## config.mk

```make
export PLATFORM = sky130hd
export DESIGN_NAME = stc_ms_div
export DESIGN_NICKNAME = d
export VERILOG_FILES = /design/src/hw/rtl/stc_pkg.sv /design/src/hw/rtl/stc_ms_div.sv
export SDC_FILE = /design/constraint.sdc
export NUM_CORES = 1
export LEC_CHECK = 0
export BUFFER_PORTS_ARGS = -buffer_cell sky130_fd_sc_hd__buf_4
export CAP_MARGIN = 25
export CORE_UTILIZATION = 25
export CTS_CLUSTER_DIAMETER = 60
export DETAILED_ROUTE_END_ITERATION = 10
export GPL_ROUTABILITY_DRIVEN = 0
export PLACE_DENSITY = 0.49
export SLEW_MARGIN = 30
export SYNTH_ARGS = -nofsm -noshare
export SYNTH_HDL_FRONTEND = slang
export SYNTH_SLANG_ARGS = --single-unit
```

## constraint.sdc

```tcl
create_clock -name clk -period 2.7 [get_ports clk]
set_input_delay 0.54 -clock clk [delete_from_list [all_inputs] [get_ports clk]]
set_output_delay 0.54 -clock clk [all_outputs]
set_load 0.01 [all_outputs]
```

## src/hw/rtl/stc_pkg.sv

```systemverilog
// Shared types, constants and helper functions for the serial time to calendar block.
// No dependencies; every module of the block imports this package.
package stc_pkg;

  localparam int TMS_W  = 44;
  localparam int DNUM_W = 18;
  localparam int DREM_W = 27;
  localparam int YIDX_W = 9;
  localparam int OFF_W  = 18;
  localparam int DOY_W  = 9;

  localparam logic [DREM_W-1:0] MS_PER_DAY  = 27'd86400000;
  localparam logic [DREM_W-1:0] MS_PER_HOUR = 27'd3600000;
  localparam logic [DREM_W-1:0] MS_PER_MIN  = 27'd60000;
  localparam logic [DREM_W-1:0] MS_PER_SEC  = 27'd1000;
  localparam logic [11:0]       BASE_YEAR   = 12'd1900;
  localparam logic [3:0]        LAST_MONTH  = 4'd12;

  typedef struct packed {
    logic [TMS_W-1:0] total_ms;
  } stc_in_t;

  typedef struct packed {
    logic [3:0]  month;
    logic [4:0]  day_of_month;
    logic [11:0] year;
    logic [4:0]  hour;
    logic [5:0]  minute;
    logic [5:0]  second;
    logic [9:0]  millisecond;
    logic        out_of_range;
  } stc_out_t;

  typedef struct packed {
    logic [11:0] year;
    logic [3:0]  month;
    logic [4:0]  day_of_month;
    logic        out_of_range;
  } stc_date_t;

  typedef struct packed {
    logic [4:0] hour;
    logic [5:0] minute;
    logic [5:0] second;
    logic [9:0] millisecond;
  } stc_tod_t;

  typedef enum logic [1:0] {
    ST_IDLE,
    ST_DIV,
    ST_CAL,
    ST_PUSH
  } stc_state_t;

  typedef enum logic [2:0] {
    TOD_IDLE,
    TOD_HOUR,
    TOD_MIN,
    TOD_SEC,
    TOD_DONE
  } stc_tod_ph_t;

  typedef enum logic [2:0] {
    YR_IDLE,
    YR_OFF,
    YR_CMP,
    YR_CHK,
    YR_MON,
    YR_DONE
  } stc_yr_state_t;

  // floor(x / 25) for x up to 602
  function automatic logic [4:0] div25(input logic [9:0] x);
    logic [15:0] p;
    p = {6'd0, x} * 16'd41;
    return p[14:10];
  endfunction

  // days from the epoch to the end of year 1900+k-1 (1900 counted as leap)
  function automatic logic [OFF_W-1:0] year_offset(input logic [YIDX_W-1:0] k);
    logic [11:0]      v;
    logic [9:0]       a4;
    logic [4:0]       a100;
    logic [4:0]       a400;
    logic [OFF_W-1:0] base;
    logic [OFF_W-1:0] lp;
    v    = BASE_YEAR - 12'd1 + {3'd0, k};
    a4   = v[11:2];
    a100 = div25(a4);
    a400 = div25({2'd0, v[11:4]});
    base = {9'd0, k} * 18'd365;
    lp   = ({8'd0, a4} - 18'd474)
         - ({13'd0, a100} - 18'd18)
         + ({13'd0, a400} - 18'd4)
         + {17'd0, (k != '0)};
    return base + lp;
  endfunction

  function automatic logic year_is_leap(input logic [YIDX_W-1:0] k);
    logic [11:0] y;
    logic [4:0]  q;
    logic [4:0]  q4;
    logic [9:0]  r;
    logic [9:0]  r4;
    y  = BASE_YEAR + {3'd0, k};
    q  = div25(y[11:2]);
    r  = y[11:2] - ({5'd0, q} * 10'd25);
    q4 = div25({2'd0, y[11:4]});
    r4 = {2'd0, y[11:4]} - ({5'd0, q4} * 10'd25);
    if (k == '0) begin
      return 1'b1;
    end
    return (y[1:0] == 2'd0) && ((r != 10'd0) || ((y[3:0] == 4'd0) && (r4 == 10'd0)));
  endfunction

  // days before the first day of month m+1
  function automatic logic [DOY_W-1:0] cum_days(input logic leap, input logic [3:0] m);
    logic [DOY_W-1:0] c;
    case (m)
      4'd0:    c = 9'd0;
      4'd1:    c = 9'd31;
      4'd2:    c = 9'd59;
      4'd3:    c = 9'd90;
      4'd4:    c = 9'd120;
      4'd5:    c = 9'd151;
      4'd6:    c = 9'd181;
      4'd7:    c = 9'd212;
      4'd8:    c = 9'd243;
      4'd9:    c = 9'd273;
      4'd10:   c = 9'd304;
      4'd11:   c = 9'd334;
      4'd12:   c = 9'd365;
      default: c = 9'd0;
    endcase
    if (leap && (m >= 4'd2)) begin
      c = c + 9'd1;
    end
    return c;
  endfunction

endpackage

```

## src/hw/rtl/stc_ms_div.sv

```systemverilog
// Bit-serial restoring divider: millisecond count by milliseconds per day.
// One quotient bit per cycle. Depends on stc_pkg.
module stc_ms_div
  import stc_pkg::*;
(
  input  logic              clk,
  input  logic              rst_n,
  input  logic              start,
  input  logic [TMS_W-1:0]  total_ms,
  output logic              done,
  output logic [DNUM_W-1:0] dnum,
  output logic [DREM_W-1:0] rem
);

  localparam int CNT_W = $clog2(TMS_W);
  localparam logic [CNT_W-1:0] CNT_LAST = CNT_W'(TMS_W - 1);

  logic              busy_r;
  logic              done_r;
  logic [CNT_W-1:0]  cnt_r;
  logic [TMS_W-1:0]  num_r;
  logic [DREM_W-1:0] rem_r;
  logic [DREM_W:0]   trial;
  logic              fit;
  logic [DREM_W-1:0] rem_nxt;

  assign trial   = {rem_r, num_r[TMS_W-1]};
  assign fit     = trial >= {1'b0, MS_PER_DAY};
  assign rem_nxt = fit ? DREM_W'(trial - {1'b0, MS_PER_DAY}) : trial[DREM_W-1:0];

  always_ff @(posedge clk) begin
    if (!rst_n) begin
      busy_r <= 1'b0;
      done_r <= 1'b0;
      cnt_r  <= '0;
    end else begin
      done_r <= busy_r && (cnt_r == '0);
      if (start && !busy_r) begin
        busy_r <= 1'b1;
        cnt_r  <= CNT_LAST;
      end else if (busy_r) begin
        cnt_r <= cnt_r - 1'b1;
        if (cnt_r == '0) begin
          busy_r <= 1'b0;
        end
      end
    end
  end

  always_ff @(posedge clk) begin
    if (start && !busy_r) begin
      num_r <= total_ms;
      rem_r <= '0;
    end else if (busy_r) begin
      num_r <= {num_r[TMS_W-2:0], fit};
      rem_r <= rem_nxt;
    end
  end

  assign done = done_r;
  assign dnum = num_r[DNUM_W-1:0];
  assign rem  = rem_r;

endmodule

```

==> PnR_summary.wiki <==
{| class="wikitable"
! Metric !! Value
|-
| Cell area after placement || 4650 um^2
|-
| Worst-path cell chain || ha_1 > a21o_1 > a221o_1 > a21oi_2 > buf_4 > nor4_1 > or3_1
|-
| Worst r2r dst || rem[21]$_SDFFE_PP0P_
|-
| Wire length of the first global-routing pass || ~15000 um
|-
| Max VDD drop || about 0.0003 V
|-
| Number of global-route vias before repair || roughly 2800
|-
| Post-synthesis sequential element count || 79
|-
| Clock Tree Root || sky130_fd_sc_hd__clkbuf_16
|-
| HP Class || in2reg
|-
| Routed WL per cell || roughly 15 um
|-
| Count of flip-flops with a built-in enable after synthesis || 44
|-
| Crit path launch || rem[9]$_SDFFE_PP0P_
|-
| Skew final || 0.00572 ns
|-
| Die area || 16200 um^2
|-
| Reg2reg path depth || 7
|-
| Synth Flop Type || sky130_fd_sc_hd__edfxtp_1
|-
| Total Routed Length || around 9400 um
|-
| Clock tree sinks || around 80
|-
| Synthesis-to-finish area growth || 25.8%
|-
| GRT Overall Usage || between 10% and 20%
|-
| Critical Path AT || 2.46 ns
|-
| Post-synthesis share of cell area spent on and, or, nand and nor gates || roughly an eighth
|-
| Max-cap violations || 0
|-
| Hold_sp || rst_n
|-
| Compound-cell area share of the yosys netlist || 11.3%
|-
| Routed vias/inst || about 4.6
|-
| Fin Setup TNS || 0 ns
|-
| Busiest layer in global routing || met2
|-
| Count of input and output buffers || 92
|-
| Maximum fanout encountered on the critical timing path || 14
|-
| Via count || 2894
|-
| Buffer levels on the longest clock path || 2
|-
| Pre-CTS worst setup slack || about 0.46 ns
|-
| Highest Clock Rate || ~450 MHz
|-
| Total of warnings raised by yosys || 0
|-
| Proportion of synthesized flip-flops having asynchronous set or reset || 0%
|-
| Met2 routing resource usage after global routing || 18.6%
|-
| Number of hold buffers added after CTS || 0
|-
| Required time at the endpoint of the critical path || 2.92 ns
|-
| Number of nets still failing antenna checks after routing || 0
|-
| Fill cell total of the finished layout || roughly 1500
|-
| Slew Limit Headroom || 62.8%
|-
| Synthesized area per cell || 11.1 um^2
|-
| GRT met3 Usage || under 10%
|-
| Pin count of the biggest net entering global routing || 44
|-
| Vertical extent of the die || between 100 and 150 um
|-
| Netlist area before placement || 3920 um^2
|-
| Start-to-end type of the worst setup path || reg2reg
|-
| Number of buffers inserted by post-CTS setup repair || 0
|-
| Static Leakage || roughly 1.9 nW
|-
| Die extent in x || 127 um
|-
| Cell area after layout || between 4000 and 5000 um^2
|-
| Detailed router's first-iteration violation count || 140
|-
| Standard-cell rows || 45
|-
| # resized after CTS || 0
|-
| Fraction of the cycle the final worst path needs || slightly above 80%
|-
| Met1 Resource Use GR || 16.0%
|-
| Synth top area cells || sky130_fd_sc_hd__edfxtp_1 34%, sky130_fd_sc_hd__dfxtp_1 18%, sky130_fd_sc_hd__mux2_1 13%
|-
| Hold Crit Depth || 2
|-
| Count of cell types in the netlist || 55
|-
| Xor and xnor fraction of the mapped netlist area || less than 1%
|-
| CTS HTree Levels || 3
|-
| Post-layout min period || 2.24 ns
|-
| Register-to-register setup slack || approximately 0.46 ns
|-
| Cts bufs inserted || 9
|-
| 1st-pass router iterations || 4
|-
| Synthesized-area fraction occupied by adder cells || 0.639%
|-
| Synthesized Nets || 401
|-
| Fraction of post-synthesis cell area in the top cell type by area || approximately 34%
|-
| Post-synthesis sequential area ratio || around 52%
|-
| Placeable Area || roughly 15000 um^2
|-
| Startpoint of the worst register-to-register path || rem[9]$_SDFFE_PP0P_
|-
| Slowest stage cell on the critical path || sky130_fd_sc_hd__a221o_1
|-
| RSZ-0062 raised after global routing || no
|-
| Cell taking the most area after synthesis || sky130_fd_sc_hd__edfxtp_1
|-
| HPWL after DPL || 6490 um
|-
| Result of the run || finished clean
|-
| Residual DRC || 0
|-
| Starting density of the core || 25.7%
|-
| TritonCTS clock tree || yes
|-
| Setup slack after layout || 0.461 ns
|-
| Remaining global-route overflow || 0
|-
| Fraction of synthesized area in multiplexers || ~15%
|-
| Num ports || 93
|-
| Initial antenna violation count || 1
|-
| Largest family of logic cells by synthesized area || multiplexers
|-
| Kind of end point of the critical path || flip-flop
|-
| Endpoint of the worst hold path || busy_r$_SDFF_PN0_
|-
| Synth Instances || 352
|-
| Clk_lat worst skew || 0.34 ns
|-
| Stage delay of the slowest cell on the critical path || approximately 0.4 ns
|-
| Tightest Pin Transition || roughly 0.55 ns
|-
| Layout cells sized above 1 || ~28%
|-
| Number of hold violations in the final report || 0
|-
| Combined area of the multi-input logic cells || ~1600 um^2
|-
| Number of failing setup endpoints in the final timing report || 0
|-
| Area occupied by registers || between 2000 and 2500 um^2
|-
| Startpoint type of the worst setup path || flip-flop
|-
| Number of nets in the layout || around 460
|-
| Final number of max-transition violations || 0
|-
| Power per Cell Area || 600 nW/um^2
|-
| Most numerous cell types in the synthesized netlist || 44 x sky130_fd_sc_hd__edfxtp_1, 44 x sky130_fd_sc_hd__mux2_1, 36 x sky130_fd_sc_hd__nand2_1, 35 x sky130_fd_sc_hd__dfxtp_1, 28 x sky130_fd_sc_hd__buf_4
|-
| Clock transition at the register clock pins on the worst setup and hold paths after CTS || roughly 0.060 ns
|}
[flip-flops by register name, indices dropped and copies added (netlist names)]
signal / count
busy_r: 1
cnt_r: 6
done: 1
num_r: 44
rem: 27
[per-stage QoR]
stage          instances  hold WS, ns  util, %  total power, mW
6_report             631        0.433     32.3             2.95
5_1_grt              630        0.420     32.3             3.10
4_1_cts              630        0.421     32.3             3.01
3_5_place_dp         614        0.476     30.5             1.87
3_3_place_gp         614        0.472     30.5             1.86
2_1_floorplan        352        0.454        -             1.73
[final cells by class]
type                            instances  share of cell area [%]
Clock buffer                           11                    4.73
Timing Repair Buffer                   97                    15.3
Clock inverter                          5                   0.711
Multi-Input combinational cell        219                    32.2
Sequential cell                        79                    41.1
Inverter                                8                   0.610
Antenna cell                            1                  0.0508
Tap cell                              211                    5.36
[how the worst max path moves through the flow]
stage	endpoint	slack [ns]	cells after the start
after floorplan	rem[15]$_SDFFE_PP0P_	0.66	7
after global placement	rem[21]$_SDFFE_PP0P_	0.52	7
after detailed placement	rem[21]$_SDFFE_PP0P_	0.46	7
after CTS	rem[21]$_SDFFE_PP0P_	0.45	7
after global routing	rem[21]$_SDFFE_PP0P_	0.33	7
final	rem[21]$_SDFFE_PP0P_	0.46	7
[worst max-delay path, delay by kind of cell (launching register included)]
kind	cells	cell delay, ns
AND/OR/NAND/NOR	2	0.45
buffers and inverters	1	0.23
adder cells (fa/ha/maj)	1	0.26
flip-flops	1	0.36
AO/OA/AOI/OAI	3	0.82
[per-layer routing]
layer	up-vias	share of wire [%]
li1	1416	-
met1	1363	48
met2	104	43
met3	11	7.3
met4	0	1.4
met5	-	0
[logic make-up (layout without fill, tap and decap cells)]
group           Yosys count  in the layout
xor+xnor                  2              2
flops                    79             79
fa+ha+maj                 2              2
other cells               0              1
buf+inv                  54            121
compound gates           64             64
mux                      52             52
simple gates             99             99
[layout by cell type, fill, tap and decap left out, drive strengths merged, types with 3 or more instances in the layout]
master	instances
buf	97
mux2	45
edfxtp	44
nand2	36
dfxtp	35
o21ai	15
nor2	13
nor3	11
clkbuf	11
a21oi	10
nand3	8
inv	8
mux2i	7
a211oi	6
and2	5
a211o	5
or4	5
and3	4
o211ai	4
nor4	4
a21o	3
a32oi	3
a22oi	3
clkinv	3
[report_power, final]
group | switching [mW] | internal [mW]
Clock | 0.499 | 0.623
Sequential | 0.0535 | 1.41
Combinational | 0.176 | 0.192
No activity file was read; power rests on OpenSTA's default activity.
