[src/hw/rtl/stc_pkg.sv]
// Shared types, constants and helper functions for the serial time to calendar block.
// No dependencies; every module of the block imports this package.
package stc_pkg;

  localparam int TMS_W  = 44;
  localparam int DNUM_W = 18;
  localparam int DREM_W = 27;
  localparam int YIDX_W = 9;
  localparam int OFF_W  = 18;
  localparam int DOY_W  = 9;

  localparam logic [DREM_W-1:0] MS_PER_DAY  = 27'd86400000;
  localparam logic [DREM_W-1:0] MS_PER_HOUR = 27'd3600000;
  localparam logic [DREM_W-1:0] MS_PER_MIN  = 27'd60000;
  localparam logic [DREM_W-1:0] MS_PER_SEC  = 27'd1000;
  localparam logic [11:0]       BASE_YEAR   = 12'd1900;
  localparam logic [3:0]        LAST_MONTH  = 4'd12;

  typedef struct packed {
    logic [TMS_W-1:0] total_ms;
  } stc_in_t;

  typedef struct packed {
    logic [3:0]  month;
    logic [4:0]  day_of_month;
    logic [11:0] year;
    logic [4:0]  hour;
    logic [5:0]  minute;
    logic [5:0]  second;
    logic [9:0]  millisecond;
    logic        out_of_range;
  } stc_out_t;

  typedef struct packed {
    logic [11:0] year;
    logic [3:0]  month;
    logic [4:0]  day_of_month;
    logic        out_of_range;
  } stc_date_t;

  typedef struct packed {
    logic [4:0] hour;
    logic [5:0] minute;
    logic [5:0] second;
    logic [9:0] millisecond;
  } stc_tod_t;

  typedef enum logic [1:0] {
    ST_IDLE,
    ST_DIV,
    ST_CAL,
    ST_PUSH
  } stc_state_t;

  typedef enum logic [2:0] {
    TOD_IDLE,
    TOD_HOUR,
    TOD_MIN,
    TOD_SEC,
    TOD_DONE
  } stc_tod_ph_t;

  typedef enum logic [2:0] {
    YR_IDLE,
    YR_OFF,
    YR_CMP,
    YR_CHK,
    YR_MON,
    YR_DONE
  } stc_yr_state_t;

  // floor(x / 25) for x up to 602
  function automatic logic [4:0] div25(input logic [9:0] x);
    logic [15:0] p;
    p = {6'd0, x} * 16'd41;
    return p[14:10];
  endfunction

  // days from the epoch to the end of year 1900+k-1 (1900 counted as leap)
  function automatic logic [OFF_W-1:0] year_offset(input logic [YIDX_W-1:0] k);
    logic [11:0]      v;
    logic [9:0]       a4;
    logic [4:0]       a100;
    logic [4:0]       a400;
    logic [OFF_W-1:0] base;
    logic [OFF_W-1:0] lp;
    v    = BASE_YEAR - 12'd1 + {3'd0, k};
    a4   = v[11:2];
    a100 = div25(a4);
    a400 = div25({2'd0, v[11:4]});
    base = {9'd0, k} * 18'd365;
    lp   = ({8'd0, a4} - 18'd474)
         - ({13'd0, a100} - 18'd18)
         + ({13'd0, a400} - 18'd4)
         + {17'd0, (k != '0)};
    return base + lp;
  endfunction

  function automatic logic year_is_leap(input logic [YIDX_W-1:0] k);
    logic [11:0] y;
    logic [4:0]  q;
    logic [4:0]  q4;
    logic [9:0]  r;
    logic [9:0]  r4;
    y  = BASE_YEAR + {3'd0, k};
    q  = div25(y[11:2]);
    r  = y[11:2] - ({5'd0, q} * 10'd25);
    q4 = div25({2'd0, y[11:4]});
    r4 = {2'd0, y[11:4]} - ({5'd0, q4} * 10'd25);
    if (k == '0) begin
      return 1'b1;
    end
    return (y[1:0] == 2'd0) && ((r != 10'd0) || ((y[3:0] == 4'd0) && (r4 == 10'd0)));
  endfunction

  // days before the first day of month m+1
  function automatic logic [DOY_W-1:0] cum_days(input logic leap, input logic [3:0] m);
    logic [DOY_W-1:0] c;
    case (m)
      4'd0:    c = 9'd0;
      4'd1:    c = 9'd31;
      4'd2:    c = 9'd59;
      4'd3:    c = 9'd90;
      4'd4:    c = 9'd120;
      4'd5:    c = 9'd151;
      4'd6:    c = 9'd181;
      4'd7:    c = 9'd212;
      4'd8:    c = 9'd243;
      4'd9:    c = 9'd273;
      4'd10:   c = 9'd304;
      4'd11:   c = 9'd334;
      4'd12:   c = 9'd365;
      default: c = 9'd0;
    endcase
    if (leap && (m >= 4'd2)) begin
      c = c + 9'd1;
    end
    return c;
  endfunction

endpackage

[src/hw/rtl/stc_tod.sv]
// Time-of-day split: remainder within the day into hour, minute, second, millisecond.
// Shared restoring subtract, one quotient bit per cycle. Depends on stc_pkg.
module stc_tod
  import stc_pkg::*;
(
  input  logic              clk,
  input  logic              rst_n,
  input  logic              start,
  input  logic [DREM_W-1:0] rem,
  output logic              done,
  output stc_tod_t          tod
);

  localparam logic [DREM_W-1:0] HOUR_DIV0 = MS_PER_HOUR << 4;
  localparam logic [DREM_W-1:0] MIN_DIV0  = MS_PER_MIN << 5;
  localparam logic [DREM_W-1:0] SEC_DIV0  = MS_PER_SEC << 5;

  stc_tod_ph_t       ph_r;
  stc_tod_ph_t       ph_nxt;
  logic [DREM_W-1:0] acc_r;
  logic [DREM_W-1:0] div_r;
  logic [2:0]        cnt_r;
  logic [5:0]        q_r;
  stc_tod_t          tod_r;
  logic              fit;
  logic              last;
  logic [DREM_W-1:0] acc_nxt;
  logic [5:0]        q_nxt;

  assign fit     = acc_r >= div_r;
  assign last    = cnt_r == 3'd0;
  assign acc_nxt = fit ? acc_r - div_r : acc_r;
  assign q_nxt   = {q_r[4:0], fit};

  always_comb begin
    ph_nxt = ph_r;
    case (ph_r)
      TOD_IDLE: if (start) ph_nxt = TOD_HOUR;
      TOD_HOUR: if (last) ph_nxt = TOD_MIN;
      TOD_MIN:  if (last) ph_nxt = TOD_SEC;
      TOD_SEC:  if (last) ph_nxt = TOD_DONE;
      TOD_DONE: ph_nxt = TOD_IDLE;
      default:  ph_nxt = TOD_IDLE;
    endcase
  end

  always_comb begin
    done = ph_r == TOD_DONE;
    tod  = tod_r;
  end

  always_ff @(posedge clk) begin
    if (!rst_n) begin
      ph_r <= TOD_IDLE;
    end else begin
      ph_r <= ph_nxt;
    end
  end

  always_ff @(posedge clk) begin
    case (ph_r)
      TOD_IDLE: begin
        if (start) begin
          acc_r <= rem;
          div_r <= HOUR_DIV0;
          cnt_r <= 3'd4;
          q_r   <= '0;
        end
      end
      TOD_HOUR, TOD_MIN, TOD_SEC: begin
        acc_r <= acc_nxt;
        if (last) begin
          q_r   <= '0;
          cnt_r <= 3'd5;
          case (ph_r)
            TOD_HOUR: begin
              tod_r.hour <= q_nxt[4:0];
              div_r      <= MIN_DIV0;
            end
            TOD_MIN: begin
              tod_r.minute <= q_nxt;
              div_r        <= SEC_DIV0;
            end
            default: begin
              tod_r.second      <= q_nxt;
              tod_r.millisecond <= acc_nxt[9:0];
            end
          endcase
        end else begin
          q_r   <= q_nxt;
          div_r <= div_r >> 1;
          cnt_r <= cnt_r - 3'd1;
        end
      end
      default: begin
      end
    endcase
  end

endmodule

[config.mk]
export PLATFORM = sky130hd
export DESIGN_NAME = stc_tod
export DESIGN_NICKNAME = d
export VERILOG_FILES = /design/src/hw/rtl/stc_pkg.sv /design/src/hw/rtl/stc_tod.sv
export SDC_FILE = /design/constraint.sdc
export NUM_CORES = 1
export LEC_CHECK = 0
export ABC_AREA = 1
export BUFFER_PORTS_ARGS = -buffer_cell sky130_fd_sc_hd__buf_2
export CAP_MARGIN = 15
export CORE_ASPECT_RATIO = 1.4
export CORE_MARGIN = 5
export CORE_UTILIZATION = 45
export CTS_BUF_LIST = sky130_fd_sc_hd__clkbuf_8 sky130_fd_sc_hd__clkbuf_16
export CTS_CLUSTER_DIAMETER = 150
export CTS_CLUSTER_SIZE = 24
export DETAILED_ROUTE_END_ITERATION = 12
export GPL_ROUTABILITY_DRIVEN = 0
export GPL_TIMING_DRIVEN = 1
export PLACE_DENSITY_LB_ADDON = 0.25
export SLEW_MARGIN = 40
export SYNTH_ARGS = -nofsm -noshare
export SYNTH_HDL_FRONTEND = slang
export SYNTH_SLANG_ARGS = --single-unit
[constraint.sdc]
create_clock -name clk -period 3.44 [get_ports clk]
set_input_delay 0.344 -clock clk [delete_from_list [all_inputs] [get_ports clk]]
set_output_delay 0.344 -clock clk [all_outputs]
set_load 0.03 [all_outputs]
==> results of run 1 <==
-- path summary, 6_finish.rpt --
path	startpoint	end	slack (ns)	depth (start not counted)
worst max register to register	acc_r[22]	acc_r[22]	0.86	10
worst min-delay path	rst_n	ph_r[1]	0.22	2
worst min register to register	q_r[4]	tod[21]	0.45	0
worst max-delay path	acc_r[22]	acc_r[22]	0.86	10
-- Yosys cell counts (all sizes together) --
master	instances
a21oi	29
and2	11
and3	1
buf	6
clkbuf	4
dfxtp	3
edfxtp	88
fa	1
ha	28
inv	137
nand2	235
nand3	36
nand3b	15
nand4	8
nor2	60
nor3	6
o21a	1
o21ai	25
o21bai	4
or2	3
xnor2	11
xor2	5
-- critical path: stages, from the launching register on --
cell and delay, ns:
edfxtp_1 0.39, ha_1 0.38, a21oi_1 0.20, nand2_1 0.10
a21oi_1 0.17, nand2_2 0.08, nor2_4 0.33, nand2_8 0.20
o21ai_0 0.19, inv_1 0.05, buf_4 0.21
-- area by class of cell --
type | instances | share of cell area (%)
flip-flops and latches | 91 | 40.8
multi-input cells | 479 | 38.6
inverters | 137 | 7.77
repair buffers | 65 | 5.22
clock buffers | 9 | 3.40
well taps | 153 | 2.89
clock inverters | 7 | 1.30
-- logic make-up after synthesis --
kind of cell / after synthesis
AND/OR/NAND/NOR: 375
buffers and inverters: 147
flip-flops: 91
AO/OA/AOI/OAI: 59
adder cells (fa/ha/maj): 29
XOR/XNOR: 16
-- registers in the layout (all words and copies together), names as in the netlist --
name	cells
div_r	26
tod	27
cnt_r	3
ph_r	3
acc_r	27
q_r	5
-- per-stage QoR --
| step | setup slack (ns) | hold WS [ns] |
|---|---|---|
| after floorplan | 0.794 | 0.421 |
| after global placement | 0.898 | 0.425 |
| after detailed placement | 0.866 | 0.430 |
| after CTS | 0.858 | 0.219 |
| after global routing | 0.699 | 0.240 |
| final | 0.862 | 0.223 |
-- metal layers --
| layer | part of all wire (%) | vias up | global-route usage, % |
|---|---|---|---|
| li1 | - | 2404 | - |
| met1 | 40 | 2221 | 21.5 |
| met2 | 53 | 119 | 36.4 |
| met3 | 3.9 | 36 | 3.17 |
| met4 | 3.0 | 0 | 8.87 |
| met5 | 0 | - | 0 |
==> flow_metrics.tcl, run 1 <==
set metrics [dict create \
    cts_tree "yes" \
    layout.nets 842 \
    dp_hpwl_um 11000 \
    synth.top_cell.area_share_pct 45.4 \
    fin_cells 941 \
    synthXorXnorAreaFrac_pct 2.41 \
    fillCellCount 1234 \
    path_max_fanout 19 \
    worstMarginPinSlew_ns 0.720 \
    yosysWarnings 0 \
    fin_util_pct 51.9 \
    rsz0062_at_grt "no" \
    drcViolationCount 0 \
    antenna_found_initial 0 \
    layout_common_cells "nand2_1, inv_1, edfxtp_1, buf_2, nor2_1" \
    fin_crit_ns 2.58 \
    relSlewSlack_pct 51.8 \
    synth_seq_area_share_pct 46.4 \
    crit_type "flip-flop to flip-flop" \
    post_drt_wl_per_cell_um 15.3 \
    max_cap_violations 0 \
    wl_um 14400 \
    final_max_slew_viol_count 0 \
    clk_pin_slew_worst_paths_ns 0.07 \
    io_pins 58 \
    row_count 49 \
    dp_cells 925 \
    yosys.cell_types.count 36 \
    drive_gt1_share_pct 15.5 \
    dr.pass1.iters 7 \
    start_util_pct 45.6 \
    avgSynthCellArea_um2 8.12 \
    critPathCaptureType "flip-flop" \
    seqCellArea_um2 2700 \
    grt_pass1_vias 4868 \
    port_buffers 57 \
    arrival_ns 2.67 \
    cts_max_path_buffers 2 \
    numCtsBuffers 9 \
    finalHoldViolations 0 \
    core_um2 12800 \
    dr_total_vias 4780 \
    design_area_um2 6620 \
    syn2layout_area_growth_pct 13.8 \
    die_area_um2 15300 \
    vias_per_cell 5.08 \
    die_h_um 145 \
    clock_sinks 91 \
    start_kind "flip-flop" \
    clock_skew_ns 0.00764 \
    cts_hold_buf 0 \
    overflow 0 \
    synth_top_family_by_area "simple AND/OR/NAND/NOR gates" \
    antennaDiodeCount 0 \
    drt-initial-drc-count 282 \
    yosys.area_share.adder_pct 6.36 \
    finalSetupViolations 0 \
    cts_setup_buffers 0 \
    synth_seq_cells 91 \
    grt_max_degree 34 \
    yosys.area_share.simple_pct 29.0 \
    ant_nets 0 \
    final_common_cell "nand2_1" \
    finalSetupTns_ns 0 \
    grt_pass1_wl_um 23500 \
    insertion_delay_ns 0.35 \
    min_period_over_period_pct 74.9 \
    fmax_ghz 0.388 \
    synthTopCellsByArea "edfxtp_1, nand2_1, inv_1" \
    syn_nets 776 \
    place_area_um2 6310 \
    synth_cells 717 \
    multi_input_comb_area_um2 2560 \
    synth_top_area_cell "edfxtp_1" \
    cts-root-buf "clkbuf_16" \
    post_cts_resize_count 0 \
    track_usage_pct 19.5 \
    netlist_area_um2 5820 \
    cp_data_required_time_ns 3.53 \
    hold_class "primary input to flip-flop" \
    outcome "finished clean" \
    htree_levels 3 \
    die_w_um 106 \
    muxShareOfSynthArea_pct 0 \
    synth_compound_area_share_pct 5.93 \
]
Power of run 1 is not shown: default switching activity piles up to over one toggle a cycle in this logic, so the estimate is an artifact.
==> run 2, diff against run 1 <==
ABC_AREA = 0   (was 1)
clock period = 2.5 ns   (was 3.44 ns; I/O delays follow)
==> flow_metrics.tcl, run 2 <==
set metrics [dict create \
    fin_crit_ns 2.79 \
    ir_drop_mv 0.455 \
    synthTopCellsByArea "edfxtp_1, ha_1, nor2_1" \
    core_um2 11300 \
    cts_tree "yes" \
    cts-root-buf "clkbuf_16" \
    netlist_top_cells_count "edfxtp_1, nor2_1, nand2_1" \
    synth_seq_cells 91 \
    antennaDiodeCount 0 \
    final_common_cell "edfxtp_1" \
    holdPathEnd "acc_r[19]" \
    post_drt_wl_per_cell_um 18.5 \
    finalHoldViolations 0 \
    min_period_over_period_pct 112 \
    use_met3_pct 3.26 \
    synth_seq_area_share_pct 52.2 \
    synth_edf_count 88 \
    finalSetupViolations 57 \
    crit_type "flip-flop to flip-flop" \
    numCtsBuffers 9 \
    clk_pin_slew_worst_paths_ns 0.07 \
    r2r-end "acc_r[24]" \
    syn_nets 544 \
    fin_util_pct 64.7 \
    yosysWarnings 0 \
    overflow 0 \
    netlist_area_um2 5180 \
    finalPower_mw 7.09 \
    avgSynthCellArea_um2 10.7 \
    wl_um 14500 \
    grt_util_met2_pct 38.4 \
    multi_input_comb_area_um2 2750 \
    dr.pass1.iters 5 \
    rsz0062_at_grt "yes" \
    relSlewSlack_pct 59.8 \
    grt_pass1_vias 4422 \
    critPathCaptureType "flip-flop" \
    synth-async-reset-ratio_pct 0 \
    htree_levels 3 \
    vias_per_cell 5.53 \
    p_leak_nw 3.01 \
    clock_sinks 91 \
    die_area_um2 13800 \
    final_max_slew_viol_count 0 \
    fmax_ghz 0.358 \
    io_pins 58 \
    drt-initial-drc-count 304 \
    synth_cells 485 \
    seqCellArea_um2 2700 \
    track_usage_pct 21.0 \
    cp_data_required_time_ns 2.60 \
    arrival_ns 2.90 \
    synth.top_cell.area_share_pct 51.0 \
    fin_ws_ns -0.292 \
    worstMarginPinSlew_ns 0.602 \
    ant_nets 0 \
    dp_hpwl_um 9610 \
    ys.flop_type "edfxtp_1" \
    die_w_um 101 \
    synth_top_area_cell "edfxtp_1" \
    drcViolationCount 0 \
    max_cap_violations 0 \
    post-place-ws_ns -0.347 \
    antenna_found_initial 0 \
    hold_path_depth 3 \
    powerDensity_nw_per_um2 972 \
    grt_pass1_wl_um 22100 \
    synth.most_common_cell "edfxtp_1" \
    grt_max_degree 27 \
    outcome "complete, but fails checks" \
    layout_common_cells "edfxtp_1, buf_4, buf_2, nand2_1, nor2_1" \
    holdCritStartpoint "rem[19]" \
    drive_gt1_share_pct 41.8 \
    violations "setup timing" \
    r2r_cells 13 \
    crit-reg2reg-launch "acc_r[0]" \
    yosys.cell_types.count 59 \
    row_count 46 \
    insertion_delay_ns 0.35 \
    hold_class "primary input to flip-flop" \
    place_area_um2 6240 \
    r2r_setup_slack_ns -0.29 \
    finalSetupTns_ns -8.98 \
    grt_busiest_layer "met2" \
    clock_skew_ns 0.00975 \
    layout.nets 695 \
    met1_usage_pct 24.5 \
    path_max_fanout 3 \
    fillCellCount 896 \
    design_area_um2 7290 \
    start_util_pct 45.9 \
    syn2layout_area_growth_pct 40.9 \
    cts_hold_buf 0 \
    start_kind "flip-flop" \
    cts_max_path_buffers 2 \
    dr_total_vias 4341 \
    die_h_um 137 \
    port_buffers 57 \
]
-- run 2: logic make-up (layout without fill, tap and decap cells) --
group                    Yosys count  after routing  synth area share, %
AO/OA/AOI/OAI                    134            135                 19.1
XOR/XNOR                          23             23                 3.89
adder cells (fa/ha/maj)           29             29                 7.15
buffers and inverters             56            211                 4.42
flip-flops                        91             91                 52.2
AND/OR/NAND/NOR                  152            152                 13.3
-- run 2: timing repair --
item | 4_1_cts | 5_1_grt
buffers inserted | 13 | 8
pin swaps | 34 | 29
gates resized for setup | 69 | 34
setup endpoints to repair | 58 | 58
cloned | 5 | 0
-- run 2: how the worst max path moves through the flow --
stage / end / slack (ns) / depth (start not counted) / from
final: acc_r[24] / -0.29 / 13 / acc_r[0]
after CTS: acc_r[24] / -0.33 / 13 / acc_r[0]
after floorplan: acc_r[10] / -0.34 / 10 / acc_r[1]
after global placement: acc_r[16] / -0.26 / 12 / acc_r[0]
after global routing: acc_r[26] / -0.44 / 13 / acc_r[0]
after detailed placement: acc_r[24] / -0.35 / 13 / acc_r[0]
-- run 2: area by class of cell --
class                      instances  share of cell area [%]
clock buffer                       9                    3.09
clock inverter                     7                    1.08
inverter                          37                    1.94
multi-input combinational        339                    37.6
sequential                        91                    37.0
tap                              144                    2.47
timing repair buffer             158                    16.7
-- run 2: metal layers --
metal	wire length, um	vias up
met3	745	26
met2	7890	157
li1	-	2079
met4	285	0
met5	0	-
met1	5600	2079
-- run 2: where the power goes --
group / internal, mW / switching [mW]
Clock: 0.711 / 0.659
Combinational: 1.69 / 1.89
Sequential: 2.01 / 0.124
-- run 2: metrics by stage --
stage,std cells,hold slack [ns]
global placement,747,0.426
floorplan,485,0.421
CTS,779,0.173
global route,785,0.179
detailed placement,747,0.443
finish,785,0.172
-- run 2: critical path, cell delays in order, from the launching register on --
cell,delay (ns)
edfxtp_1,0.40
inv_1,0.08
ha_2,0.19
inv_2,0.04
fa_2,0.35
a211oi_2,0.22
nor2_1,0.08
o31a_1,0.30
a22oi_2,0.17
buf_4,0.15
o31ai_2,0.07
a31oi_1,0.21
xor2_1,0.20
o31ai_2,0.07
(Power assumes the default switching activity.)
==> run 3, diff against run 2 <==
--- a/config.mk
+++ b/config.mk
@@ -18,3 +18,3 @@
 export GPL_ROUTABILITY_DRIVEN = 0
-export GPL_TIMING_DRIVEN = 1
+export GPL_TIMING_DRIVEN = 0
 export PLACE_DENSITY_LB_ADDON = 0.25
==> constraint.sdc (replaced) <==
create_clock -name clk -period 2.5 [get_ports clk]
set_input_delay 0.5 -clock clk [delete_from_list [all_inputs] [get_ports clk]]
set_output_delay 0.5 -clock clk [all_outputs]
set_load 0.03 [all_outputs]
==> flow_metrics.tcl, run 3 (synthesized netlist as in run 2, its figures left out) <==
set metrics [dict create \
    dr.pass1.iters 7 \
    outcome "complete, but fails checks" \
    wl_um 14600 \
    ir_drop_mv 0.524 \
    insertion_delay_ns 0.35 \
    clock_sinks 91 \
    track_usage_pct 20.4 \
    htree_levels 3 \
    cts-root-buf "clkbuf_16" \
    overflow 0 \
    critPathCaptureType "flip-flop" \
    critPathTopFamily "compound AO/OA/AOI/OAI gates" \
    finalPower_mw 6.66 \
    fin_hold_ws_ns 0.420 \
    dp_hpwl_um 9110 \
    p_leak_nw 2.71 \
    p_seq_share_pct 32.0 \
    power.switching_mw 2.62 \
    fin_crit_ns 2.91 \
    clk_pin_slew_worst_paths_ns 0.08 \
    power_frac_clock_pct 20.9 \
    crit_buf_inv 2 \
    cts_tree "yes" \
    grt_max_degree 27 \
    final_max_slew_viol_count 0 \
    die_w_um 101 \
    cp_data_required_time_ns 2.58 \
    worst_path_largest_cell_delay_ns 0.40 \
    crit_type "flip-flop to flip-flop" \
    switching_share_pct 39.4 \
    vias_per_cell 5.80 \
    fmax_ghz 0.344 \
    row_count 46 \
    finalHoldViolations 0 \
    grt_pass1_wl_um 21600 \
    io_pins 58 \
    p_comb_share_pct 47.1 \
    final_common_cell "edfxtp_1" \
    drcViolationCount 0 \
    drive_gt1_share_pct 37.3 \
    min_period_over_period_pct 116 \
    core_um2 11300 \
    fin_cells 734 \
    antenna_found_initial 0 \
    die_h_um 137 \
    post_drt_wl_per_cell_um 19.9 \
    rsz0062_at_grt "yes" \
    numCtsBuffers 9 \
    worstMarginPinSlew_ns 0.890 \
    syn2layout_area_growth_pct 32.9 \
    fillCellCount 924 \
    fin_ws_ns -0.406 \
    start_kind "flip-flop" \
    multi_input_comb_area_um2 2810 \
    fin_util_pct 61.0 \
    layout.nets 644 \
    cp_slowest_cell "a221o_1" \
    relSlewSlack_pct 40.3 \
    grt_pass1_vias 4297 \
    antennaDiodeCount 0 \
    clock_skew_ns 0.0118 \
    dr_total_vias 4259 \
    seqCellArea_um2 2700 \
    arrival_ns 2.99 \
    max_cap_violations 0 \
    finalSetupViolations 59 \
    worstPathCellList "inv_1 > ha_2 > a21o_1 > a31o_1 > a221o_1 > a22oi_2 > buf_6 > o21ai_4 > a311oi_2 > xor2_1 > o31ai_2" \
    post-place-ws_ns -0.851 \
    die_area_um2 13800 \
    powerDensity_nw_per_um2 968 \
    start_util_pct 45.9 \
    port_buffers 57 \
    hold_class "primary input to flip-flop" \
    dp_cells 686 \
    violations "setup timing" \
    cts_max_path_buffers 2 \
    drt-initial-drc-count 285 \
    layout_common_cells "edfxtp_1, buf_2, nand2_1, nor2_1, inv_1" \
    path_max_fanout 5 \
    internal-power_mw 4.04 \
    ant_nets 0 \
]
run 3: cell types whose count changed in the layout (fill, tap and decap cells not counted), moves of 3 or more:
cell      before  now
a21oi_2       11    7
ha_2           1    4
nor2_1        46   43
buf_4         83   20
buf_8          0    3
clkbuf_1       0   10
buf_12         7    4
nor3_2         0    4
a21oi_1       21   26
ha_1          20   16
run 3: timing repair:
item | 4_1_cts | 5_1_grt
gates cloned | 3 | 1
hold buffers | 0 | 0
gates resized for setup | 74 | 45
pin swaps | 38 | 42
setup endpoints to repair | 85 | 98
setup buffers | 28 | 12
run 3: path summary, 6_finish.rpt:
path / start / end / slack [ns] / depth (start not counted)
setup / recovery: div_r[10] / acc_r[20] / -0.41 / 11
hold / removal: rem[10] / acc_r[10] / 0.42 / 3
setup reg to reg: div_r[10] / acc_r[20] / -0.41 / 11
hold reg to reg: q_r[4] / tod[21] / 0.45 / 0
run 3: metal layers:
layer / wire length, um / GRT usage [%] / vias up
met1: 5650 / 24.1 / 2032
met5: 0 / 0 / -
met4: 747 / 11.8 / 0
met3: 807 / 2.75 / 55
li1: - / - / 1992
met2: 7430 / 35.1 / 180
run 3: worst reg2reg max path, delay by kind of cell, from the launching register on:
kind / cells / cell delay, ns
buffers and inverters: 2 / 0.24
xor gates and xnor gates: 1 / 0.21
DFF: 1 / 0.39
AOI/OAI and AO/OA: 7 / 1.49
adders and majority gates: 1 / 0.31
run 3: power groups by stage:
stage / clock (mW) / combinational (mW) / sequential (mW)
global placement: 0 / 2.18 / 2.14
CTS: 1.40 / 2.80 / 2.12
detailed placement: 0 / 2.24 / 2.14
global route: 1.46 / 3.36 / 2.15
finish: 1.39 / 3.14 / 2.13
floorplan: 0 / 1.74 / 2.11
run 3: layout make-up:
cell class / count / share of cell area, %
Multi-Input combinational cell: 340 / 40.9
Clock inverter: 7 / 1.18
Sequential cell: 91 / 39.3
Inverter: 37 / 2.02
Clock buffer: 9 / 3.27
Buffer: 15 / 1.25
Timing Repair Buffer: 91 / 9.53
Tap cell: 144 / 2.62
run 3: metrics by stage:
stage	instance area (um^2)	TNS, ns
finish	6880	-15.14
global route	6880	-23.03
CTS	6640	-16.85
detailed placement	5700	-32.75
global placement	5690	-44.30
floorplan	5220	-6.74
