--- src/hw/rtl/stc_pkg.sv ---
// Shared types, constants and helper functions for the serial time to calendar block.
// No dependencies; every module of the block imports this package.
package stc_pkg;

  localparam int TMS_W  = 44;
  localparam int DNUM_W = 18;
  localparam int DREM_W = 27;
  localparam int YIDX_W = 9;
  localparam int OFF_W  = 18;
  localparam int DOY_W  = 9;

  localparam logic [DREM_W-1:0] MS_PER_DAY  = 27'd86400000;
  localparam logic [DREM_W-1:0] MS_PER_HOUR = 27'd3600000;
  localparam logic [DREM_W-1:0] MS_PER_MIN  = 27'd60000;
  localparam logic [DREM_W-1:0] MS_PER_SEC  = 27'd1000;
  localparam logic [11:0]       BASE_YEAR   = 12'd1900;
  localparam logic [3:0]        LAST_MONTH  = 4'd12;

  typedef struct packed {
    logic [TMS_W-1:0] total_ms;
  } stc_in_t;

  typedef struct packed {
    logic [3:0]  month;
    logic [4:0]  day_of_month;
    logic [11:0] year;
    logic [4:0]  hour;
    logic [5:0]  minute;
    logic [5:0]  second;
    logic [9:0]  millisecond;
    logic        out_of_range;
  } stc_out_t;

  typedef struct packed {
    logic [11:0] year;
    logic [3:0]  month;
    logic [4:0]  day_of_month;
    logic        out_of_range;
  } stc_date_t;

  typedef struct packed {
    logic [4:0] hour;
    logic [5:0] minute;
    logic [5:0] second;
    logic [9:0] millisecond;
  } stc_tod_t;

  typedef enum logic [1:0] {
    ST_IDLE,
    ST_DIV,
    ST_CAL,
    ST_PUSH
  } stc_state_t;

  typedef enum logic [2:0] {
    TOD_IDLE,
    TOD_HOUR,
    TOD_MIN,
    TOD_SEC,
    TOD_DONE
  } stc_tod_ph_t;

  typedef enum logic [2:0] {
    YR_IDLE,
    YR_OFF,
    YR_CMP,
    YR_CHK,
    YR_MON,
    YR_DONE
  } stc_yr_state_t;

  // floor(x / 25) for x up to 602
  function automatic logic [4:0] div25(input logic [9:0] x);
    logic [15:0] p;
    p = {6'd0, x} * 16'd41;
    return p[14:10];
  endfunction

  // days from the epoch to the end of year 1900+k-1 (1900 counted as leap)
  function automatic logic [OFF_W-1:0] year_offset(input logic [YIDX_W-1:0] k);
    logic [11:0]      v;
    logic [9:0]       a4;
    logic [4:0]       a100;
    logic [4:0]       a400;
    logic [OFF_W-1:0] base;
    logic [OFF_W-1:0] lp;
    v    = BASE_YEAR - 12'd1 + {3'd0, k};
    a4   = v[11:2];
    a100 = div25(a4);
    a400 = div25({2'd0, v[11:4]});
    base = {9'd0, k} * 18'd365;
    lp   = ({8'd0, a4} - 18'd474)
         - ({13'd0, a100} - 18'd18)
         + ({13'd0, a400} - 18'd4)
         + {17'd0, (k != '0)};
    return base + lp;
  endfunction

  function automatic logic year_is_leap(input logic [YIDX_W-1:0] k);
    logic [11:0] y;
    logic [4:0]  q;
    logic [4:0]  q4;
    logic [9:0]  r;
    logic [9:0]  r4;
    y  = BASE_YEAR + {3'd0, k};
    q  = div25(y[11:2]);
    r  = y[11:2] - ({5'd0, q} * 10'd25);
    q4 = div25({2'd0, y[11:4]});
    r4 = {2'd0, y[11:4]} - ({5'd0, q4} * 10'd25);
    if (k == '0) begin
      return 1'b1;
    end
    return (y[1:0] == 2'd0) && ((r != 10'd0) || ((y[3:0] == 4'd0) && (r4 == 10'd0)));
  endfunction

  // days before the first day of month m+1
  function automatic logic [DOY_W-1:0] cum_days(input logic leap, input logic [3:0] m);
    logic [DOY_W-1:0] c;
    case (m)
      4'd0:    c = 9'd0;
      4'd1:    c = 9'd31;
      4'd2:    c = 9'd59;
      4'd3:    c = 9'd90;
      4'd4:    c = 9'd120;
      4'd5:    c = 9'd151;
      4'd6:    c = 9'd181;
      4'd7:    c = 9'd212;
      4'd8:    c = 9'd243;
      4'd9:    c = 9'd273;
      4'd10:   c = 9'd304;
      4'd11:   c = 9'd334;
      4'd12:   c = 9'd365;
      default: c = 9'd0;
    endcase
    if (leap && (m >= 4'd2)) begin
      c = c + 9'd1;
    end
    return c;
  endfunction

endpackage

--- src/hw/rtl/stc_year.sv ---
// Year and month locator: bitwise search of the year-end day table, then month scan.
// Year-end offsets come from a closed form in stc_pkg; depends on stc_pkg.
module stc_year
  import stc_pkg::*;
#(
  parameter int YEAR_TABLE_SIZE = 301
) (
  input  logic              clk,
  input  logic              rst_n,
  input  logic              start,
  input  logic [DNUM_W-1:0] dnum,
  output logic              done,
  output stc_date_t         date
);

  localparam int KW = $clog2(YEAR_TABLE_SIZE);
  localparam logic [KW-1:0] LAST_IDX = KW'(YEAR_TABLE_SIZE - 1);
  localparam logic [KW-1:0] MASK_TOP = KW'(1) << (KW - 1);

  stc_yr_state_t     state_r;
  stc_yr_state_t     state_nxt;
  logic [DNUM_W-1:0] d_r;
  logic [KW-1:0]     j_r;
  logic [KW-1:0]     mask_r;
  logic [OFF_W-1:0]  cand_off_r;
  logic              cand_ok_r;
  logic [OFF_W-1:0]  start_off_r;
  logic              zero_r;
  logic [DOY_W-1:0]  doy_r;
  logic              leap_r;
  logic [3:0]        m_r;
  stc_date_t         date_r;
  logic [KW-1:0]     cand;
  logic              oor_now;
  logic              mon_hit;

  assign cand    = j_r | mask_r;
  assign oor_now = zero_r || (j_r == LAST_IDX);
  assign mon_hit = (m_r == LAST_MONTH) || (doy_r <= cum_days(leap_r, m_r));

  always_comb begin
    state_nxt = state_r;
    case (state_r)
      YR_IDLE: if (start) state_nxt = YR_OFF;
      YR_OFF:  state_nxt = YR_CMP;
      YR_CMP:  state_nxt = mask_r[0] ? YR_CHK : YR_OFF;
      YR_CHK:  state_nxt = oor_now ? YR_DONE : YR_MON;
      YR_MON:  if (mon_hit) state_nxt = YR_DONE;
      YR_DONE: state_nxt = YR_IDLE;
      default: state_nxt = YR_IDLE;
    endcase
  end

  always_comb begin
    done = state_r == YR_DONE;
    date = date_r;
  end

  always_ff @(posedge clk) begin
    if (!rst_n) begin
      state_r <= YR_IDLE;
    end else begin
      state_r <= state_nxt;
    end
  end

  always_ff @(posedge clk) begin
    case (state_r)
      YR_IDLE: begin
        if (start) begin
          d_r         <= dnum;
          j_r         <= '0;
          mask_r      <= MASK_TOP;
          start_off_r <= '0;
          zero_r      <= dnum == '0;
        end
      end
      YR_OFF: begin
        cand_off_r <= year_offset(YIDX_W'(cand));
        cand_ok_r  <= cand <= LAST_IDX;
      end
      YR_CMP: begin
        if (cand_ok_r && (cand_off_r < d_r)) begin
          j_r         <= cand;
          start_off_r <= cand_off_r;
        end
        mask_r <= mask_r >> 1;
      end
      YR_CHK: begin
        doy_r                <= DOY_W'(d_r - start_off_r);
        leap_r               <= year_is_leap(YIDX_W'(j_r));
        m_r                  <= 4'd1;
        date_r.year          <= BASE_YEAR + 12'(j_r);
        date_r.out_of_range  <= oor_now;
        date_r.month         <= '0;
        date_r.day_of_month  <= '0;
      end
      YR_MON: begin
        if (mon_hit) begin
          date_r.month        <= m_r;
          date_r.day_of_month <= 5'(doy_r - cum_days(leap_r, m_r - 4'd1));
        end else begin
          m_r <= m_r + 4'd1;
        end
      end
      default: begin
      end
    endcase
  end

endmodule
--- config.mk ---
export PLATFORM = sky130hd
export DESIGN_NAME = stc_year
export DESIGN_NICKNAME = d
export VERILOG_FILES = /design/src/hw/rtl/stc_pkg.sv /design/src/hw/rtl/stc_year.sv
export SDC_FILE = /design/constraint.sdc
export NUM_CORES = 1
export LEC_CHECK = 0
export ABC_AREA = 1
export BUFFER_PORTS_ARGS = -buffer_cell sky130_fd_sc_hd__buf_2
export CORE_UTILIZATION = 55
export DETAILED_ROUTE_END_ITERATION = 8
export GPL_TIMING_DRIVEN = 0
export PLACE_DENSITY = 0.79
export SYNTH_ARGS = -nofsm -noshare
export SYNTH_HDL_FRONTEND = slang
export SYNTH_SLANG_ARGS = --single-unit
--- constraint.sdc ---
create_clock -name clk -period 22 [get_ports clk]
set_input_delay 2.2 -clock clk [delete_from_list [all_inputs] [get_ports clk]]
set_output_delay 2.2 -clock clk [all_outputs]
set_load 0.1 [all_outputs]
==> flow_metrics.tcl, run 1 <==
set metrics [dict create \
    grt_pass1_wl_mm 45.0 \
    period_needed_ns 9.12 \
    fin_tns_setup_ns 0 \
    holdCritStartpoint "cand_off_r[2]$_DFFE_PN_" \
    setup_viol 0 \
    r2r_setup_slack_ns 12.88 \
    holdPathStages 2 \
    grt_usage 0.232 \
    rows 55 \
    syn_avg_cell_area_um2 8.43 \
    syn_nets 1850 \
    vias 10055 \
    synth_enable_flop_cells 101 \
    fmax_mhz 110 \
    overflow 0 \
    ys_async_sr_fraction 0 \
    die-height_um 155 \
    num_io_pins 44 \
    worst_pin_slew_ns 1.01 \
    core-area_mm2 0.0228 \
    endpoint_kind "flop" \
    drt-initial-drc-count 627 \
    fin_nets 1914 \
    gp_congestion 0.899 \
    syn_inst 1528 \
    worstHoldEndpoint "start_off_r[2]$_SDFFCE_PN0P_" \
    r2r_start "j_r[2]$_SDFFCE_PN0P_" \
    cp.arrival_ns 9.29 \
    grt_pass1_vias 9982 \
    hold_path.class "flop to flop" \
    synthFlopType "edfxtp_1" \
    fin_skew_ns 0.0140 \
    hold_ws_ns 0.581 \
    drt_wl_total_mm 26.3 \
    cts-buffers-inserted 17 \
    final_cells 1917 \
    nFillCells 1855 \
    synth_area_mm2 0.0129 \
    layout-drive-gt1-share 0.0823 \
    grt_max_degree 21 \
    io_buffers 43 \
    worst_path_max_delay_cell "fa_1" \
    slew_headroom 0.328 \
    drtPass1Iterations 5 \
    grt_antenna_before_repair 0 \
    synth_cell_types 56 \
    yosysSeqAreaShare 0.254 \
    dieArea_mm2 0.0240 \
    cts_setup_buffers 0 \
    start_util 0.565 \
    final-max-slew-violation-count 0 \
    die_w_um 155 \
    cts_buffer_depth 2 \
    design_area_mm2 0.0142 \
    synth-seq-cells 113 \
    wire_per_inst_um 13.7 \
    start_kind "flop" \
    area_delta_synth_final_pct 9.98 \
    critical_path.max_fanout 7 \
    htree_levels 4 \
    outcome "complete, no violations" \
    num_antenna_cells 0 \
    drc 0 \
    rsz0062_at_grt "no" \
    period_share 0.415 \
    drtAntennaViolNets 0 \
    placed_cells 1886 \
    clk_latency_ns 0.42 \
    required_ns 22.16 \
    dp_hpwl_mm 21.2 \
    maxCapViolCount 0 \
    crit_type "flop to flop" \
    cts_tree "built" \
    synth_top_cells_by_area "edfxtp_1 24%, ha_1 23%, fa_1 10%, inv_1 9.8%, nand2_1 7.0%" \
    r2r.worst_path.cells 41 \
    synth_top_area_share 0.236 \
    slowest_delay_ns 0.54 \
    holdBufCountCts 0 \
    yosysWarnings 0 \
    cts.sinks 113 \
    cts_resized 0 \
    hold_viol_final 0 \
    clock-root-buffer "clkbuf_16" \
    avgViaCountPerCell 5.25 \
    dpl-instance-area_mm2 0.0135 \
    r2r_end "cand_off_r[17]$_DFFE_PN_" \
    yosys.area.top_type "edfxtp_1" \
    clkSlewWorstSetupHoldPaths_ns 0.06 \
]
-- cells by family after synthesis --
group	Yosys count	share of synthesized area
xor gates and xnor gates	75	0.0531
and+or+nand+nor	514	0.181
buffers and inverters	352	0.104
DFF	113	0.254
adders and majority gates	301	0.330
AOI/OAI and AO/OA	172	0.0769
muxes	1	0.000777
-- layout make-up --
class	count	area, um2	share of cell area
multi-input cells	1063	8280	0.585
clock inverters	14	213	0.0150
repair buffers	45	241	0.0171
plain buffers	8	42.5	0.00300
inverters	344	1290	0.0912
clock buffers	17	425	0.0300
flip-flops and latches	113	3270	0.231
well taps	313	392	0.0277
-- cells in the final DEF, fill, tap and decap left out, types with 3 or more instances in the layout --
cell	Yosys	layout
nand3b_1	8	8
o21bai_1	4	4
nor3_1	18	17
dfxtp_1	12	12
ha_1	236	236
nor2_1	120	118
a21oi_1	77	76
nand2_1	241	241
xor2_1	47	47
o21ai_2	4	4
inv_1	336	336
o21ai_0	43	43
edfxtp_1	101	101
nand3_1	67	67
nor4_1	5	5
nor2_2	6	8
fa_1	65	65
nand2_2	7	7
or2_2	4	4
inv_2	8	8
a21o_1	4	4
a211oi_1	6	6
xnor2_1	26	26
bufinv_16	0	5
nand2_8	3	3
nand4_1	16	16
o2111ai_1	3	3
o211ai_1	6	6
o21ai_1	7	7
nor2_4	5	5
clkbuf_16	0	17
clkbuf_1	3	3
a31oi_1	5	5
buf_2	1	44
nand2_4	5	5
o31ai_1	3	3
-- flip-flops by register name, indices dropped and copies added (netlist names), named ones only --
register,flops
zero_r,1
state_r,3
m_r,4
start_off_r,9
mask_r,9
date,22
d_r,18
cand_off_r,18
doy_r,9
j_r,9
leap_r,1
cand_ok_r,1
-- worst max-delay path, delay by kind of cell (launching register included) --
kind,cells,cell delay [ns]
adders and majority gates,9,3.36
and+or+nand+nor,14,2.11
AOI/OAI and AO/OA,9,1.75
buffers and inverters,7,0.78
DFF,1,0.51
xor gates and xnor gates,2,0.35
-- worst max path at each step --
stage	depth (start not counted)	endpoint	start
2_1_floorplan	41	cand_off_r[17]$_DFFE_PN_	j_r[2]$_SDFFCE_PN0P_
3_3_place_gp	41	cand_off_r[17]$_DFFE_PN_	j_r[2]$_SDFFCE_PN0P_
3_5_place_dp	41	cand_off_r[17]$_DFFE_PN_	j_r[2]$_SDFFCE_PN0P_
4_1_cts	41	cand_off_r[17]$_DFFE_PN_	j_r[2]$_SDFFCE_PN0P_
5_1_grt	43	cand_off_r[17]$_DFFE_PN_	j_r[2]$_SDFFCE_PN0P_
6_report	41	cand_off_r[17]$_DFFE_PN_	j_r[2]$_SDFFCE_PN0P_
-- through the flow --
stage / setup WS, ns / utilization
after floorplan: 14.25 / -
after CTS: 12.90 / 0.622
after global placement: 13.17 / 0.592
final: 12.88 / 0.622
after global routing: 12.13 / 0.622
after detailed placement: 12.96 / 0.594
-- per-layer routing --
layer	part of all wire	global-route usage	up-vias
met2	0.52	0.431	192
met3	0.031	0.0309	31
met1	0.44	0.284	4735
met5	0	0	-
li1	-	-	5097
met4	0.013	0.0528	0
-- Yosys cell counts, drive strengths merged (5+ instances only) --
cell type  instances
nor4               5
nand3b             8
ha               236
xnor2             26
o211ai             7
or2                6
nand3             70
dfxtp             12
a211oi             6
fa                65
nand4             16
nand2            256
xor2              49
nor2             131
inv              344
buf                5
nor3              18
a21oi             78
a31oi              6
edfxtp           101
o21ai             54
Power of run 1 is not shown: default switching activity piles up to over one toggle a cycle in this logic, so the estimate is an artifact.
==> run 2, diff against run 1 <==
==> constraint.sdc (replaced) <==
create_clock -name clk -period 8.96 [get_ports clk]
set_input_delay 0.896 -clock clk [delete_from_list [all_inputs] [get_ports clk]]
set_output_delay 0.896 -clock clk [all_outputs]
set_load 0.1 [all_outputs]
==> run 2 against run 1 <==
Via count grew 0.76%. Critical path depth shrank 6. Hold slack improved by 0.0026 ns. Wire length up 1.7%. Die area stayed put. Fmax is 8.7% higher. Final cell count rose by 0.42%. Setup slack lost 12 ns. Clock skew grew 0.0040 ns. Register-to-register slack got worse by 12 ns. Clock-buffer cell count did not move.
==> flow_metrics.tcl, run 2 (synthesis results as in run 1) <==
set metrics [dict create \
    r2r_setup_slack_ns 0.57 \
    vias 10131 \
    fin_nets 1922 \
    final_cell_mix "335 x inv_1, 240 x nand2_1, 233 x ha_1" \
    start_util 0.565 \
    period_needed_ns 8.39 \
    setup_viol 0 \
    grt_usage 0.232 \
    grt_max_degree 21 \
    cp.arrival_ns 8.56 \
    avgViaCountPerCell 5.26 \
    layout-drive-gt1-share 0.0974 \
    grt_pass1_wl_mm 45.1 \
    clk_latency_ns 0.42 \
    design_area_mm2 0.0143 \
    hold_viol_final 0 \
    endpoint_kind "flop" \
    num_io_pins 44 \
    crit_type "flop to flop" \
    critical_path.max_fanout 5 \
    hold_ws_ns 0.584 \
    clkSlewWorstSetupHoldPaths_ns 0.06 \
    io_buffers 43 \
    num_antenna_cells 0 \
    final-max-slew-violation-count 0 \
    wire_per_inst_um 13.9 \
    outcome "complete, no violations" \
    slowest_delay_ns 0.54 \
    drt-initial-drc-count 578 \
    drt_wl_total_mm 26.8 \
    core-area_mm2 0.0228 \
    cts_tree "built" \
    rows 55 \
    cts-buffers-inserted 17 \
    die-height_um 155 \
    cts.sinks 113 \
    dieArea_mm2 0.0240 \
    clock-root-buffer "clkbuf_16" \
    largest_reg_flops 22 \
    overflow 0 \
    cp-startpoint "mask_r[0]$_SDFFCE_PN0P_" \
    r2r_start "mask_r[0]$_SDFFCE_PN0P_" \
    area_delta_synth_final_pct 11.0 \
    start_kind "flop" \
    drtAntennaViolNets 0 \
    final_common_cell "inv_1" \
    dpl-instance-area_mm2 0.0135 \
    rsz0062_at_grt "no" \
    gp_congestion 0.899 \
    dp_hpwl_mm 21.2 \
    drtPass1Iterations 6 \
    hold_path.class "flop to flop" \
    die_w_um 155 \
    grt_antenna_before_repair 1 \
    period_share 0.936 \
    worst_path_max_delay_cell "fa_1" \
    slew_headroom 0.332 \
    fmax_mhz 119 \
    required_ns 9.13 \
    htree_levels 4 \
    cts_buffer_depth 2 \
    fin_skew_ns 0.0180 \
    worst_pin_slew_ns 1.00 \
    grt_pass1_vias 9989 \
    holdCritStartpoint "cand_off_r[2]$_DFFE_PN_" \
    maxCapViolCount 0 \
    holdBufCountCts 0 \
    drc 0 \
]
## run 2: worst paths after layout
kind	endpoint	cells past startpoint
min reg2reg	start_off_r[2]$_SDFFCE_PN0P_	2
max reg2reg	cand_off_r[13]$_DFFE_PN_	35
max	cand_off_r[13]$_DFFE_PN_	35
min	start_off_r[2]$_SDFFCE_PN0P_	2
## run 2: worst max-delay path, delay by kind of cell (launching register included)
family                   cells  cell delay, ns
adder cells (fa/ha/maj)      9            3.31
AO/OA/AOI/OAI                7            1.72
AND/OR/NAND/NOR             11            1.63
XOR/XNOR                     4            0.67
flip-flops                   1            0.43
buffers and inverters        4            0.35
## run 2: layout make-up
class / instances / area (um2)
Clock buffer: 17 / 425
Multi-Input combinational cell: 1063 / 8360
Inverter: 344 / 1290
Fill cell: 1839 / 8480
Sequential cell: 113 / 3270
Timing Repair Buffer: 53 / 302
Buffer: 8 / 42.5
Clock inverter: 14 / 213
Tap cell: 313 / 392
## run 2: per-stage QoR
stage / TNS [ns] / setup WS, ns / utilization / std cells
2_1_floorplan: 0 / 1.21 / - / 1528
3_3_place_gp: 0 / 0.126 / 0.592 / 1884
3_5_place_dp: -0.0848 / -0.0848 / 0.594 / 1886
4_1_cts: 0 / 0.0810 / 0.622 / 1917
5_1_grt: 0 / 0.000506 / 0.628 / 1925
6_report: 0 / 0.569 / 0.628 / 1925
## run 2: metal layers
layer  vias up  share of wire  track usage
met4         2          0.016       0.0528
met5         -        0.00049            0
met2       188           0.52        0.431
met3        37          0.030       0.0309
li1       5115              -            -
met1      4789           0.43        0.285
## run 2: repair_timing
action / 4_1_cts / 5_1_grt
setup buffers: 0 / 8
pin swaps: 0 / 2
hold endpoints to repair: 0 / 0
setup endpoints to repair: 3 / 7
gates resized for setup: 3 / 19
Power of run 2 is left out for the same reason.
==> run 3, diff against run 2 <==
--- a/config.mk
+++ b/config.mk
@@ -10,7 +10,8 @@
 export CORE_UTILIZATION = 55
 export DETAILED_ROUTE_END_ITERATION = 8
 export GPL_TIMING_DRIVEN = 0
-export PLACE_DENSITY = 0.79
+export PLACE_DENSITY = 0.73
+export SKIP_LAST_GASP = 1
 export SYNTH_ARGS = -nofsm -noshare
 export SYNTH_HDL_FRONTEND = slang
 export SYNTH_SLANG_ARGS = --single-unit
==> run 3 against run 2 <==
First-iteration DRC count is 9.5% lower. Clock-buffer cell count stayed put. Sequential share of layout area hardly changed. Global-route usage is 0.97 points lower. Setup slack better by 0.045 ns. Largest cell class unchanged.
==> flow_metrics.tcl, run 3 (synthesis results as in run 1) <==
set metrics [dict create \
    outcome "complete, no violations" \
    cp-startpoint "j_r[2]$_SDFFCE_PN0P_" \
    period_share 0.931 \
    grt_pass1_wl_mm 43.5 \
    endpoint "cand_off_r[17]$_DFFE_PN_" \
    r2r_start "j_r[2]$_SDFFCE_PN0P_" \
    io_buffers 43 \
    grt_max_degree 21 \
    die-height_um 155 \
    maxCapViolCount 0 \
    core-area_mm2 0.0228 \
    die_w_um 155 \
    htree_levels 4 \
    r2r_setup_slack_ns 0.61 \
    critical_path_depth 41 \
    vias 9853 \
    r2r_end "cand_off_r[17]$_DFFE_PN_" \
    drt-met1-wl_mm 11.7 \
    dpl-instance-area_mm2 0.0135 \
    clk_latency_ns 0.41 \
    critical_path.max_fanout 7 \
    cts-buffers-inserted 17 \
    setup_viol 0 \
    dr_wl_met2_mm 12.5 \
    cts.sinks 113 \
    dieArea_mm2 0.0240 \
    start_kind "flop" \
    placed_cells 1887 \
    crit_type "flop to flop" \
    nFillCells 1862 \
    final-max-slew-violation-count 0 \
    crit_top_cell "ha_1" \
    fmax_mhz 120 \
    cp_num_buf_inv 7 \
    drt-initial-drc-count 523 \
    drc 0 \
    hold_ws_ns 0.564 \
    num_io_pins 44 \
    cpLargestDelayFamily "adder cells" \
    worst_pin_slew_ns 1.01 \
    largest_reg_flops 22 \
    drt_wl_total_mm 25.2 \
    drtPass1Iterations 5 \
    layout-drive-gt1-share 0.0991 \
    final_common_cell "inv_1" \
    grt_antenna_before_repair 0 \
    fin_nets 1923 \
    area_delta_synth_final_pct 11.0 \
    clock-root-buffer "clkbuf_16" \
    top_layer "met4" \
    wire_per_inst_um 13.1 \
    slew_headroom 0.324 \
    worst_path_max_delay_cell "fa_1" \
    start_util 0.565 \
    rows 55 \
    final_cell_mix "334 x inv_1, 240 x nand2_1, 236 x ha_1" \
    grt_pass1_vias 9695 \
    endpoint_kind "flop" \
    period_needed_ns 8.35 \
    final_cells 1927 \
    slowest_delay_ns 0.54 \
    hold_path.class "flop to flop" \
    required_ns 9.11 \
    cts_tree "built" \
    gp_congestion 0.892 \
    dp_hpwl_mm 20.7 \
    fin_skew_ns 0.0137 \
    clkSlewWorstSetupHoldPaths_ns 0.06 \
    dr_wl_met3_um 696 \
    overflow 0 \
    num_antenna_cells 0 \
    avgViaCountPerCell 5.11 \
    drtAntennaViolNets 0 \
    cp.arrival_ns 8.50 \
    cts_buffer_depth 2 \
    hold_viol_final 0 \
    grt_usage 0.223 \
    r2r.worst_path.cells 41 \
    design_area_mm2 0.0143 \
]
run 3: area by class of cell:
type | count | area, um2 | area share
inverters | 344 | 1290 | 0.0903
well taps | 313 | 392 | 0.0274
clock buffers | 17 | 425 | 0.0298
clock inverters | 15 | 173 | 0.0121
plain buffers | 8 | 42.5 | 0.00298
multi-input cells | 1063 | 8370 | 0.586
repair buffers | 54 | 325 | 0.0228
flip-flops and latches | 113 | 3270 | 0.229
run 3: worst min-delay path by stage:
| stage | from | to | slack, ns | cells past startpoint |
|---|---|---|---|---|
| 5_1_grt | j_r[0]$_SDFFCE_PN0P_ | date[10]$_DFFE_PP_ | 0.58 | 0 |
| 6_report | j_r[0]$_SDFFCE_PN0P_ | date[10]$_DFFE_PP_ | 0.56 | 0 |
| 4_1_cts | j_r[0]$_SDFFCE_PN0P_ | date[10]$_DFFE_PP_ | 0.56 | 0 |
| 3_5_place_dp | j_r[0]$_SDFFCE_PN0P_ | date[10]$_DFFE_PP_ | 0.55 | 0 |
| 2_1_floorplan | j_r[0]$_SDFFCE_PN0P_ | date[10]$_DFFE_PP_ | 0.50 | 0 |
| 3_3_place_gp | j_r[0]$_SDFFCE_PN0P_ | date[10]$_DFFE_PP_ | 0.53 | 0 |
run 3: worst reg2reg max path: cells and delay by family (launching register included):
kind / cells / cell delay, ns
buf+inv: 7 / 0.63
xor+xnor: 2 / 0.29
fa+ha+maj: 9 / 3.38
flops: 1 / 0.41
compound gates: 9 / 1.71
simple gates: 14 / 1.67
run 3: repair_timing:
item                                   4_1_cts  5_1_grt
hold buffers                                 0        0
gates resized for setup                      1       21
pin swaps                                    0        3
buffers inserted                             0        8
setup endpoints to repair                    1        8
endpoints found under the hold margin        0        0
run 3: routing by layer:
layer	vias up	track usage
met4	0	0.0509
met1	4578	0.284
li1	5108	-
met5	-	0
met3	28	0.0340
met2	139	0.397
run 3: per-stage QoR:
stage,setup TNS [ns],setup slack (ns),util
5_1_grt,-0.0384,-0.0384,0.627
4_1_cts,0,0.0266,0.621
6_report,0,0.614,0.627
3_5_place_dp,-0.0216,-0.0216,0.594
2_1_floorplan,0,1.21,-
3_3_place_gp,0,0.0858,0.592
Power of run 3 is left out for the same reason.
